## config.mk

```make
export PLATFORM = sky130hd
export DESIGN_NAME = cpsp_regs
export DESIGN_NICKNAME = d
export VERILOG_FILES = /design/src/rtl/cpsp_pkg.sv /design/src/rtl/cpsp_regs.sv
export SDC_FILE = /design/constraint.sdc
export NUM_CORES = 1
export LEC_CHECK = 0
export ABC_CLOCK_PERIOD_IN_PS = 1500
export BUFFER_PORTS_ARGS = -buffer_cell sky130_fd_sc_hd__buf_2
export CAP_MARGIN = 5
export CORE_UTILIZATION = 40
export CTS_CLUSTER_SIZE = 20
export DETAILED_ROUTE_END_ITERATION = 6
export GPL_TIMING_DRIVEN = 1
export PLACE_DENSITY = 0.65
export SKIP_LAST_GASP = 1
export SLEW_MARGIN = 20
export SYNTH_ARGS = -nofsm -noshare
export SYNTH_HDL_FRONTEND = slang
export SYNTH_SLANG_ARGS = --single-unit
```

## constraint.sdc

```tcl
create_clock -name clk -period 1.5 [get_ports clk]
set_input_delay 0.225 -clock clk [delete_from_list [all_inputs] [get_ports clk]]
set_output_delay 0.225 -clock clk [all_outputs]
set_load 0.02 [all_outputs]
```

## src/rtl/cpsp_pkg.sv

```systemverilog
// Shared types and constants of the cascaded position and speed PID unit.
// Used by the channel interfaces, the register file, the loop and the top level.
`timescale 1ns / 1ps
`default_nettype none

package cpsp_pkg;

	localparam int FIELD_W     = 32;
	localparam int CFG_INDEX_W = 3;
	localparam int CFG_DATA_W  = 32;

	localparam int GAINS_W  = 24;
	localparam int ILIM_W   = 31;
	localparam int LIMITS_W = 32;
	localparam int GAIN_W   = 8;
	localparam int LIMIT_W  = 16;
	localparam int KP_LSB   = 0;
	localparam int KI_LSB   = 8;
	localparam int KD_LSB   = 16;
	localparam int SPD_LSB  = 0;
	localparam int ACC_LSB  = 16;

	// Reciprocal of 100: (n * DIV100_MUL) >> DIV100_SHIFT is exact for every n < 2**32.
	localparam logic [31:0] DIV100_MUL   = 32'h51EB_851F;
	localparam int          DIV100_SHIFT = 37;

	typedef enum logic [CFG_INDEX_W-1:0] {
		REG_POS_GAINS,
		REG_POS_ILIM,
		REG_POS_LIMITS,
		REG_SPD_GAINS,
		REG_SPD_ILIM,
		REG_SPD_LIMITS,
		REG_CASCADE
	} reg_index_t;

	typedef struct packed {
		logic [GAINS_W-1:0]  pos_gains;
		logic [ILIM_W-1:0]   pos_ilim;
		logic [LIMITS_W-1:0] pos_limits;
		logic [GAINS_W-1:0]  spd_gains;
		logic [ILIM_W-1:0]   spd_ilim;
		logic [LIMITS_W-1:0] spd_limits;
		logic                cascade;
	} cfg_t;

endpackage

`default_nettype wire

```

## src/rtl/cpsp_regs.sv

```systemverilog
// Configuration register file: plain write port, no read-back.
// Depends on cpsp_pkg for the register indexes and the cfg_t bundle.
`timescale 1ns / 1ps
`default_nettype none

module cpsp_regs (
	input  logic                               clk,
	input  logic                               arst_n,
	input  logic                               cfg_write,
	input  logic [cpsp_pkg::CFG_INDEX_W-1:0]   cfg_index,
	input  logic [cpsp_pkg::CFG_DATA_W-1:0]    cfg_data,
	output cpsp_pkg::cfg_t                     cfg
);
	import cpsp_pkg::*;

	cfg_t cfg_q;

	always_ff @(posedge clk or negedge arst_n) begin
		if (!arst_n) begin
			cfg_q <= '{cascade: 1'b1, default: '0};
		end else if (cfg_write) begin
			unique case (cfg_index)
				REG_POS_GAINS:  cfg_q.pos_gains  <= cfg_data[GAINS_W-1:0];
				REG_POS_ILIM:   cfg_q.pos_ilim   <= cfg_data[ILIM_W-1:0];
				REG_POS_LIMITS: cfg_q.pos_limits <= cfg_data[LIMITS_W-1:0];
				REG_SPD_GAINS:  cfg_q.spd_gains  <= cfg_data[GAINS_W-1:0];
				REG_SPD_ILIM:   cfg_q.spd_ilim   <= cfg_data[ILIM_W-1:0];
				REG_SPD_LIMITS: cfg_q.spd_limits <= cfg_data[LIMITS_W-1:0];
				REG_CASCADE:    cfg_q.cascade    <= cfg_data[0];
				default: ;
			endcase
		end
	end

	assign cfg = cfg_q;

endmodule

`default_nettype wire

```

==> flow_summary.toml <==
[drt]
drc = 0
wl_mm = 15.0
dr.pass1.iters = 3
drtIter0Drc = 108
vias_per_cell = 4.82
vias = 4018
postRouteAntennaNets = 0
wl_per_cell_um = 18.0

[floorplanning]
fp.dieW_um = 130
core_area_mm2 = 0.0159
rows = 46
start_util = 0.412
die_y_um = 130
die_area_mm2 = 0.0170
io_pins = 213

[synthesis]
synth.most_common_cell = "dfrtp_1"
yosysTopAreaCell = "dfrtp_1"
synth_area_mm2 = 0.00658
ys_async_sr_fraction = 1.00
synth_commonest_cells = "dfrtp_1, mux2_2, buf_2"
synth_top_area_frac = 0.662
syn-instance-count = 377
ys_ff_latch = 175
synth_edf_count = 0
synth.yosys.seq_area_share = 0.666
synth_area_leaders = "dfrtp_1, mux2_2, mux2_1"
ys_warn_count = 0
synth.distinct_cells = 12
postSynthAreaPerCell_um2 = 17.4
syn_nets = 415
synth_ff_type = "dfrtp_1"

[worst_setup_path]
cp_top_family = "flip-flops"
end_kind = "output port"
worstPathArrival_ns = 1.11
cp-startpoint = "cfg[0]"
crit_path_max_fanout = 2
worst-path-stages = 1
path_cells = "buf_2"
cp.required_ns = 1.27
crit_end = "cfg[0]"
rr_startpoint = "cfg[58]"
rr_endpoint = "cfg[58]"
path_buf_inv = 1
critPathMaxStageDelay_ns = 0.52
worst_r2r_path_depth = 1
crit_slowest_cell = "dfstp_2"
start_kind = "flop"
r2r_slack_ns = 0.71
critPathKind = "reg -> out"

[timing]
slew_headroom = 0.716
clock.fmax_mhz = 750
max_slew.worst_pin.slew_ns = 0.426
post-route-period-util = 0.889
holdWs_ns = 0.0619
slew_violations = 0
rsz0062_at_grt = "no"
finalHoldViolCount = 0
setup_viol = 0
layout_min_cycle_time_ns = 1.33
setup_ws_ns = 0.167
clock_skew_ns = 0

[cts]
tritoncts = "built"
htreeDepth = 4
ctsLongestPathBuffers = 2
cts_made_buffers = 17
cts_root_buf = "clkbuf_16"
clkSlewWorstSetupHoldPaths_ns = 0.06
cts.sinks = 175
hold_buffers = 1
postCtsSetupBuffers = 0
clkLatencyLatePin_ns = 0.41
cts_resized = 0

[global_route]
grt_pass1_vias = 4172
grt_usage = 0.184
overflow = 0
grt_max_degree = 46
grt_pass1_wl_mm = 23.1
antenna_found_initial = 0

[pwr]
powerDensity_mw_per_mm2 = 1690
ir_worst_vdd_mv = 0.753
total_leakage_power_nw = 4.14

[cells_and_area]
fin_util = 0.542
nets = 643
drive_above_1_share = 0.692
syn2layout_area_growth_pct = 31.4
largest_reg_flops = 175
diodes = 0

[placement]
placement.io_buffers = 212
gp_congestion = 0.693
dp_hpwl_mm = 10.5
place_ws_ns = -0.0324

[run]
max_cap_viol_count = 0

[outcome]
status = "complete, no violations"

[min_path]
hold_path_class = "in -> reg"
placed cells by master, fill, tap and decap left out:
cell,instances
nor4bb_4,1
buf_6,1
mux2_1,11
clkinv_2,2
mux2_2,164
nand4b_2,1
nor4b_4,1
dfrtp_1,174
clkinv_4,1
inv_6,1
and4bb_2,2
clkbuf_16,17
buf_12,9
nand4b_1,2
buf_4,7
clkbuf_1,2
dfstp_2,1
bufinv_16,3
buf_2,211
dlygate4sd3_1,1
clkinvlp_4,2
clkbuf_8,3
stage by stage:
step	std cells	instance area (µm²)	power, mW	TNS [ns]
after floorplan	377	6580	8.62	0
after global placement	801	8030	10.1	0
after detailed placement	801	8030	10.3	-0.539
after CTS	833	8640	14.8	0
after global routing	833	8640	15.3	0
final	833	8640	14.6	0
report_power, final:
| group | switching, mW | total (mW) | internal (mW) | leakage [nW] |
|---|---|---|---|---|
| combinational | 2.29 | 3.84 | 1.55 | 1.75 |
| clock | 1.75 | 4.50 | 2.75 | 0.293 |
| sequential | 0.515 | 6.28 | 5.77 | 2.10 |
| total | 4.55 | 14.6 | 10.1 | 4.14 |
final cells by class:
| class | count | area, µm² |
|---|---|---|
| Tap cell | 216 | 270 |
| Clock inverter | 9 | 133 |
| Timing Repair Buffer | 229 | 1310 |
| Sequential cell | 175 | 4380 |
| Fill cell | 1368 | 7300 |
| Multi-Input combinational cell | 182 | 2080 |
| Clock buffer | 22 | 474 |
layer usage:
| layer | global-route usage | wire [µm] | vias up |
|---|---|---|---|
| met5 | 0 | 0 | - |
| li1 | - | - | 1800 |
| met3 | 0.0513 | 817 | 15 |
| met2 | 0.312 | 7650 | 127 |
| met4 | 0.0684 | 195 | 0 |
| met1 | 0.222 | 6340 | 2076 |
how the worst min path moves through the flow:
stage                       startpoint  endpoint  slack [ns]  cells after the start
after floorplan                 arst_n  cfg[100]       -0.07                      0
after global placement          arst_n   cfg[74]        0.17                      1
after detailed placement        arst_n   cfg[39]        0.18                      1
after CTS                 cfg_data[31]  cfg[119]        0.04                      2
after global routing      cfg_data[31]   cfg[32]        0.04                      2
final                     cfg_data[31]  cfg[119]        0.06                      2
logic make-up after synthesis:
logic type | synth area share
muxes | 0.300
and+or+nand+nor | 0.0139
buffers and inverters | 0.0204
DFF | 0.666
No activity file was read; power rests on OpenSTA's default activity.
