==> src/rtl/cpsp_pkg.sv <==
// Shared types and constants of the cascaded position and speed PID unit.
// Used by the channel interfaces, the register file, the loop and the top level.
`timescale 1ns / 1ps
`default_nettype none

package cpsp_pkg;

	localparam int FIELD_W     = 32;
	localparam int CFG_INDEX_W = 3;
	localparam int CFG_DATA_W  = 32;

	localparam int GAINS_W  = 24;
	localparam int ILIM_W   = 31;
	localparam int LIMITS_W = 32;
	localparam int GAIN_W   = 8;
	localparam int LIMIT_W  = 16;
	localparam int KP_LSB   = 0;
	localparam int KI_LSB   = 8;
	localparam int KD_LSB   = 16;
	localparam int SPD_LSB  = 0;
	localparam int ACC_LSB  = 16;

	// Reciprocal of 100: (n * DIV100_MUL) >> DIV100_SHIFT is exact for every n < 2**32.
	localparam logic [31:0] DIV100_MUL   = 32'h51EB_851F;
	localparam int          DIV100_SHIFT = 37;

	typedef enum logic [CFG_INDEX_W-1:0] {
		REG_POS_GAINS,
		REG_POS_ILIM,
		REG_POS_LIMITS,
		REG_SPD_GAINS,
		REG_SPD_ILIM,
		REG_SPD_LIMITS,
		REG_CASCADE
	} reg_index_t;

	typedef struct packed {
		logic [GAINS_W-1:0]  pos_gains;
		logic [ILIM_W-1:0]   pos_ilim;
		logic [LIMITS_W-1:0] pos_limits;
		logic [GAINS_W-1:0]  spd_gains;
		logic [ILIM_W-1:0]   spd_ilim;
		logic [LIMITS_W-1:0] spd_limits;
		logic                cascade;
	} cfg_t;

endpackage

`default_nettype wire

==> src/rtl/cpsp_loop.sv <==
// One PID loop as a five-stage pipeline: integrate, multiply, divide by 100,
// sum and clamp, slew. Depends on cpsp_pkg for field layout and constants.
`timescale 1ns / 1ps
`default_nettype none

module cpsp_loop #(
	parameter int DATA_WIDTH = 32,
	parameter int SIDE_W     = 32
) (
	input  logic                              clk,
	input  logic                              arst_n,
	input  logic                              upd_en,
	input  logic [cpsp_pkg::GAINS_W-1:0]      gains,
	input  logic [cpsp_pkg::ILIM_W-1:0]       ilim,
	input  logic [cpsp_pkg::LIMITS_W-1:0]     limits,
	input  logic                              in_valid,
	output logic                              in_ready,
	input  logic [DATA_WIDTH-1:0]             in_err,
	input  logic [SIDE_W-1:0]                 in_side,
	output logic                              out_valid,
	input  logic                              out_ready,
	output logic [DATA_WIDTH-1:0]             out_cmd,
	output logic [SIDE_W-1:0]                 out_side
);
	import cpsp_pkg::*;

	localparam int W  = DATA_WIDTH;
	localparam int CW = ((W > ILIM_W) ? W : ILIM_W) + 2;
	localparam int NS = 5;

	logic signed [GAIN_W-1:0] kp, ki, kd;
	logic [LIMIT_W-1:0]       spd_lim, acc_lim;

	logic [NS:1]   vld;
	logic [NS:1]   vld_in;
	logic [NS+1:1] adv;
	logic          ld1, ld5;

	logic [W-1:0] prev_err_q, integ_q, prev_out_q;

	logic [W-1:0] err_s1, d_s1, integ_s1;
	logic [W-1:0] perr_s2, pint_s2, pd_s2;
	logic [W-1:0] psum_s3, quot_s3;
	logic         neg_s3;
	logic [W-1:0] cmd_s4, cmd_s5;
	logic [SIDE_W-1:0] side_s1, side_s2, side_s3, side_s4, side_s5;

	logic [W-1:0]         d1, isum, inew;
	logic signed [CW-1:0] isum_x, ilim_x, integ_qx;
	logic signed [W+GAIN_W-1:0] m_err, m_int, m_d;
	logic [W-1:0]  mag;
	logic [63:0]   prod, qw;
	logic [W-1:0]  iterm, csum, cmd4;
	logic signed [CW-1:0] csum_x, spd_x;
	logic [W-1:0]  up, dn, slew;
	logic signed [CW-1:0] up_x, dn_x, acc_x;

	assign kp      = gains[KP_LSB +: GAIN_W];
	assign ki      = gains[KI_LSB +: GAIN_W];
	assign kd      = gains[KD_LSB +: GAIN_W];
	assign spd_lim = limits[SPD_LSB +: LIMIT_W];
	assign acc_lim = limits[ACC_LSB +: LIMIT_W];

	always_comb begin
		adv[NS+1] = out_ready;
		for (int k = NS; k >= 1; k--) begin
			adv[k] = !vld[k] || adv[k+1];
		end
	end

	assign vld_in   = {vld[NS-1:1], in_valid};
	assign in_ready = adv[1];
	assign ld1      = in_valid && adv[1];
	assign ld5      = vld[NS-1] && adv[NS];

	always_ff @(posedge clk or negedge arst_n) begin
		if (!arst_n) begin
			vld <= '0;
		end else begin
			for (int k = 1; k <= NS; k++) begin
				if (adv[k]) vld[k] <= vld_in[k];
			end
		end
	end

	// integrate and clamp
	always_comb begin
		d1       = in_err - prev_err_q;
		isum     = integ_q + in_err;
		isum_x   = CW'(signed'(isum));
		ilim_x   = signed'(CW'(ilim));
		integ_qx = CW'(signed'(integ_q));
		inew     = isum;
		if (ki != '0) begin
			priority if (isum_x > ilim_x) inew = W'(ilim);
			else if (isum_x < -ilim_x)    inew = W'(-ilim_x);
		end
	end

	always_ff @(posedge clk or negedge arst_n) begin
		if (!arst_n) begin
			prev_err_q <= '0;
			integ_q    <= '0;
		end else if (ld1 && upd_en) begin
			prev_err_q <= in_err;
			integ_q    <= inew;
		end
	end

	always_ff @(posedge clk) begin
		if (adv[1]) begin
			err_s1   <= in_err;
			d_s1     <= d1;
			integ_s1 <= inew;
			side_s1  <= in_side;
		end
	end

	// gain products
	always_comb begin
		m_err = signed'(err_s1) * kp;
		m_int = signed'(integ_s1) * ki;
		m_d   = signed'(d_s1) * kd;
	end

	always_ff @(posedge clk) begin
		if (adv[2]) begin
			perr_s2 <= m_err[W-1:0];
			pint_s2 <= m_int[W-1:0];
			pd_s2   <= m_d[W-1:0];
			side_s2 <= side_s1;
		end
	end

	// truncating divide by 100 on the magnitude
	always_comb begin
		mag  = pint_s2[W-1] ? -pint_s2 : pint_s2;
		prod = 64'(mag) * 64'(DIV100_MUL);
		qw   = prod >> DIV100_SHIFT;
	end

	always_ff @(posedge clk) begin
		if (adv[3]) begin
			psum_s3 <= perr_s2 - pd_s2;
			quot_s3 <= qw[W-1:0];
			neg_s3  <= pint_s2[W-1];
			side_s3 <= side_s2;
		end
	end

	// sum and output clamp
	always_comb begin
		iterm  = neg_s3 ? -quot_s3 : quot_s3;
		csum   = psum_s3 + iterm;
		csum_x = CW'(signed'(csum));
		spd_x  = signed'(CW'(spd_lim));
		cmd4   = csum;
		if (spd_lim != '0) begin
			priority if (csum_x > spd_x) cmd4 = W'(spd_lim);
			else if (csum_x < -spd_x)    cmd4 = W'(-spd_x);
		end
	end

	always_ff @(posedge clk) begin
		if (adv[4]) begin
			cmd_s4  <= cmd4;
			side_s4 <= side_s3;
		end
	end

	// slew against the previous output
	always_comb begin
		up    = cmd_s4 - prev_out_q;
		dn    = prev_out_q - cmd_s4;
		up_x  = CW'(signed'(up));
		dn_x  = CW'(signed'(dn));
		acc_x = signed'(CW'(acc_lim));
		slew  = cmd_s4;
		if (acc_lim != '0) begin
			priority if (up_x > acc_x) slew = prev_out_q + W'(acc_lim);
			else if (dn_x > acc_x)     slew = prev_out_q - W'(acc_lim);
		end
	end

	always_ff @(posedge clk or negedge arst_n) begin
		if (!arst_n) begin
			prev_out_q <= '0;
		end else if (ld5 && upd_en) begin
			prev_out_q <= slew;
		end
	end

	always_ff @(posedge clk) begin
		if (adv[5]) begin
			cmd_s5  <= slew;
			side_s5 <= side_s4;
		end
	end

	assign out_valid = vld[NS];
	assign out_cmd   = cmd_s5;
	assign out_side  = side_s5;

`ifndef SYNTH
	a_integ_clamped: assert property (@(posedge clk) disable iff (!arst_n)
		(ld1 && upd_en && ki != '0) |=>
		(integ_qx <= $past(ilim_x) && integ_qx >= -$past(ilim_x)))
		else $error("integral outside its clamp");

	a_prev_out_hold: assert property (@(posedge clk) disable iff (!arst_n)
		!(ld5 && upd_en) |=> $stable(prev_out_q))
		else $error("previous output changed without a slew stage load");

	a_ready_when_drained: assert property (@(posedge clk) disable iff (!arst_n)
		!vld[NS] |-> in_ready)
		else $error("loop stalls input with an empty last stage");
`endif

endmodule

`default_nettype wire

==> config.mk <==
export PLATFORM = sky130hd
export DESIGN_NAME = cpsp_loop
export DESIGN_NICKNAME = d
export VERILOG_FILES = /design/src/rtl/cpsp_pkg.sv /design/src/rtl/cpsp_loop.sv
export SDC_FILE = /design/constraint.sdc
export NUM_CORES = 2
export LEC_CHECK = 0
export BUFFER_PORTS_ARGS = -buffer_cell sky130_fd_sc_hd__buf_2
export CAP_MARGIN = 20
export CORE_UTILIZATION = 36
export DETAILED_ROUTE_END_ITERATION = 8
export SLEW_MARGIN = 10
export SYNTH_ARGS = -nofsm -noshare
export SYNTH_HDL_FRONTEND = slang
export SYNTH_SLANG_ARGS = --single-unit
==> constraint.sdc <==
create_clock -name clk -period 9.63 [get_ports clk]
set_input_delay 0.963 -clock clk [delete_from_list [all_inputs] [get_ports clk]]
set_output_delay 0.963 -clock clk [all_outputs]
set_load 0.01 [all_outputs]
==> summary.md <==
| Metric | Value |
|---|---|
| Final Instance Area | `around 83000 um^2` |
| Asr flop ratio synth | `about 18%` |
| Hold Path Class | `in2async` |
| Die outline height | `roughly 460 um` |
| Crit-path leading delay family | `adder cells` |
| Placed cell areas | `around 80000 um^2` |
| Worst-Margin Slew | `roughly 1100 ps` |
| Post-route ant nets | `0` |
| Core ar. | `~210000 um^2` |
| Worst setup EP type | `flip-flop` |
| Sum Neg Setup Slack | `0 ps` |
| DRC | `0` |
| RSZ-0062 raised after global routing | `yes` |
| Seq/Total Area, Yosys | `22.29%` |
| Setup-failing EPs final | `0` |
| # fillers | `roughly 20k` |
| DRT Pass-1 Iters | `6` |
| Yosys Warn Count | `0` |
| Clk sinks | `576` |
| Longest Clk Path Bufs | `3` |
| Die Wd | `459.4 um` |
| CTS Hold Bufs | `0` |
| Top area cells in the synthesized netlist | `fa_1 (22%), edfxtp_1 (19%), ha_1 (16%), inv_1 (7.6%), xnor2_1 (4.0%)` |
| Die footprint | `211100 um^2` |
| Multi-input logic area | `around 52000 um^2` |
| Crit-path max FO | `5` |
| CTS clock-pin slew for the worst setup and hold paths | `about 70 ps` |
| Dominant cell type by area after synthesis | `fa_1` |
| Commonest non-fill, non-tap cell in the layout | `inv_1` |
| Root Driver | `clkbuf_16` |
| I/O pin count | `222` |
| Port Buffer Count | `around 220` |
| Vias per cell | `around 5` |
| Global-route usage over all layers | `just over 20%` |
| Period Utilization, post-route | `a little over nine tenths` |
| Vias in the first global route | `between 50k and 60k` |
| Outcome | `completed` |
| FMAX | `107.4 MHz` |
| Cell variety after synth | `108` |
| Via count of the routed design | `56.48k` |
| Routed WL | `about 220 mm` |
| Antenna violations before repair | `26` |
| Routed length per placed instance | `about 20 um` |
| Most frequent cells in the layout | `inv_1 (1528), ha_1 (941), fa_1 (841)` |
| Share of cells above drive strength 1 | `under 10%` |
| First-pass GRT wire length | `338.9 mm` |
| Max incr delay on CP | `around 550 ps` |
| Final #Nets | `10.06k` |
| CTS tree | `yes` |
| Std-Cell Rows | `~170` |
| Fin crit period | `9315 ps` |
| Worst-Skew Late Latency | `between 700 and 800 ps` |
| CTS H-Tree Depth | `3` |
| Max Transition Viols Final | `0` |
| Number of flops mapped to enable cells by yosys | `between 400 and 500` |
| Number of buffers created by CTS | `75` |
| Syn Inst Count | `roughly 8k` |
| Prevailing post-synth register cell | `edfxtp_1` |
| Largest net degree at the start of global routing | `~110` |
| GRT overflow | `0` |
| Worst endpoint required time | `between 10000 and 15000 ps` |
| Post-Syn Area | `approximately 75000 um^2` |
| Routability cong. | `around 0.95` |
| FF+latch area | `around 17000 um^2` |
| Final Hold Viols | `0` |
| DP HPWL | `between 150 and 200 mm` |
| Setup Skew | `45.61 ps` |
| Final worst slack | `315.0 ps` |
| Critical Path Start Type | `flip-flop` |
| Rel. slew slack | `a little under a quarter` |
| Syn avg cell area | `about 9.5 um^2` |
| Kind of critical path | `reg2reg` |
| Synth Net Count | `about 10k` |
| Max-cap check violation count | `0` |
| Post-synthesis register bit count | `between 500 and 600` |
| Post-Place Worst Slack | `-37.48 ps` |
| Arr. time, crit path | `between 9000 and 10000 ps` |
| Initial DRC count | `~4.4k` |
| Worst path bufs/invs | `8` |
| Slowest cell on crit path | `or4_4` |
| Post-layout util | `39.86%` |
| CP most frequent cell | `fa_1` |
| Area delta synth->final | `9.793%` |
| Initial core utilization | `between 30% and 40%` |
| Synth top area share | `between 20 and 25%` |
[stage by stage]
stage          instances  hold slack, ps
6_report           10980           139.3
5_1_grt            10980           108.7
4_1_cts            10970           79.86
3_5_place_dp       10830           404.5
3_3_place_gp       10830           400.1
2_1_floorplan       7905           400.3
[logic make-up (layout without fill, tap and decap cells)]
logic type	count (synthesis)	count (layout)	share of synthesized area, %
muxes	24	24	0.3488
other	0	14	0
buffers and inverters	1726	2003	8.695
and+or+nand+nor	2051	2051	13.99
adders and majority gates	1782	1782	37.98
DFF	576	576	22.29
xor gates and xnor gates	433	433	5.034
AOI/OAI and AO/OA	1313	1313	11.67
[worst register-to-register path: cells and delay by family (launching register included)]
kind                     cells  cell delay, ps
flip-flops                   1             380
AND/OR/NAND/NOR              9            2180
adder cells (fa/ha/maj)      8            3860
buffers and inverters        8             860
AO/OA/AOI/OAI                8            1510
XOR/XNOR                     2             320
[state kept, by name (all words and copies together), names as in the netlist]
| name | count |
|---|---|
| vld | 5 |
| integ_q | 32 |
| side_s4 | 32 |
| neg_s3 | 1 |
| side_s1 | 32 |
| psum_s3 | 32 |
| out_cmd | 32 |
| side_s3 | 32 |
| out_side | 32 |
| quot_s3 | 26 |
| perr_s2 | 32 |
| pint_s2 | 32 |
| prev_err_q | 32 |
| side_s2 | 32 |
| pd_s2 | 32 |
| cmd_s4 | 32 |
| prev_out_q | 32 |
| err_s1 | 32 |
| integ_s1 | 32 |
| d_s1 | 32 |
[worst paths after layout]
check                                  from             end  slack, ps  depth (start not counted)
worst max-delay path             pint_s2[6]     quot_s3[20]        320                         35
worst min-delay path                 arst_n  prev_err_q[19]        140                          1
worst max register to register   pint_s2[6]     quot_s3[20]        320                         35
worst min register to register  side_s4[18]    out_side[18]        400                          0
max in group asynchronous            arst_n  prev_out_q[21]       8480                          2
min in group clk                side_s4[18]    out_side[18]        400                          0
[layout make-up]
cell class,count,area share (%)
Antenna cell,14,0.04236
Clock buffer,97,2.442
Clock inverter,41,0.5839
Inverter,1535,6.967
Multi-Input combinational cell,5603,63.09
Sequential cell,576,20.30
Tap cell,2788,4.218
Timing Repair Buffer,330,2.360
[repair_timing]
action,4_1_cts,5_1_grt
pin swaps,0,5
gates resized for setup,2,26
setup buffers,0,4
endpoints found under the hold margin,0,0
cloned,0,0
setup endpoints to repair,1,17
[cells in the mapped netlist (61+ instances only)]
master and n:
nand2_1 489, fa_1 841, dfrtp_1 101, ha_1 941, o21ai_0 228, o21a_1 73, xor2_1 93, and2_1 452
nand2b_1 135, nand4_1 61, clkbuf_1 148, a21oi_1 347, nor3_1 126, edfxtp_1 475, nor2_1 370, nor2b_1 63
nand3_1 113, xnor2_1 340, inv_1 1531, a21o_1 146
[layer usage]
metal / wire [um] / track usage, %
met1: 96830 / 27.52
met2: 102500 / 34.64
met3: 10870 / 3.003
met4: 7474 / 6.236
met5: 131 / 0
Power is left out: the tool's default activity adds up to more than one toggle a clock period on the data nets, which glitch-free logic cannot reach.
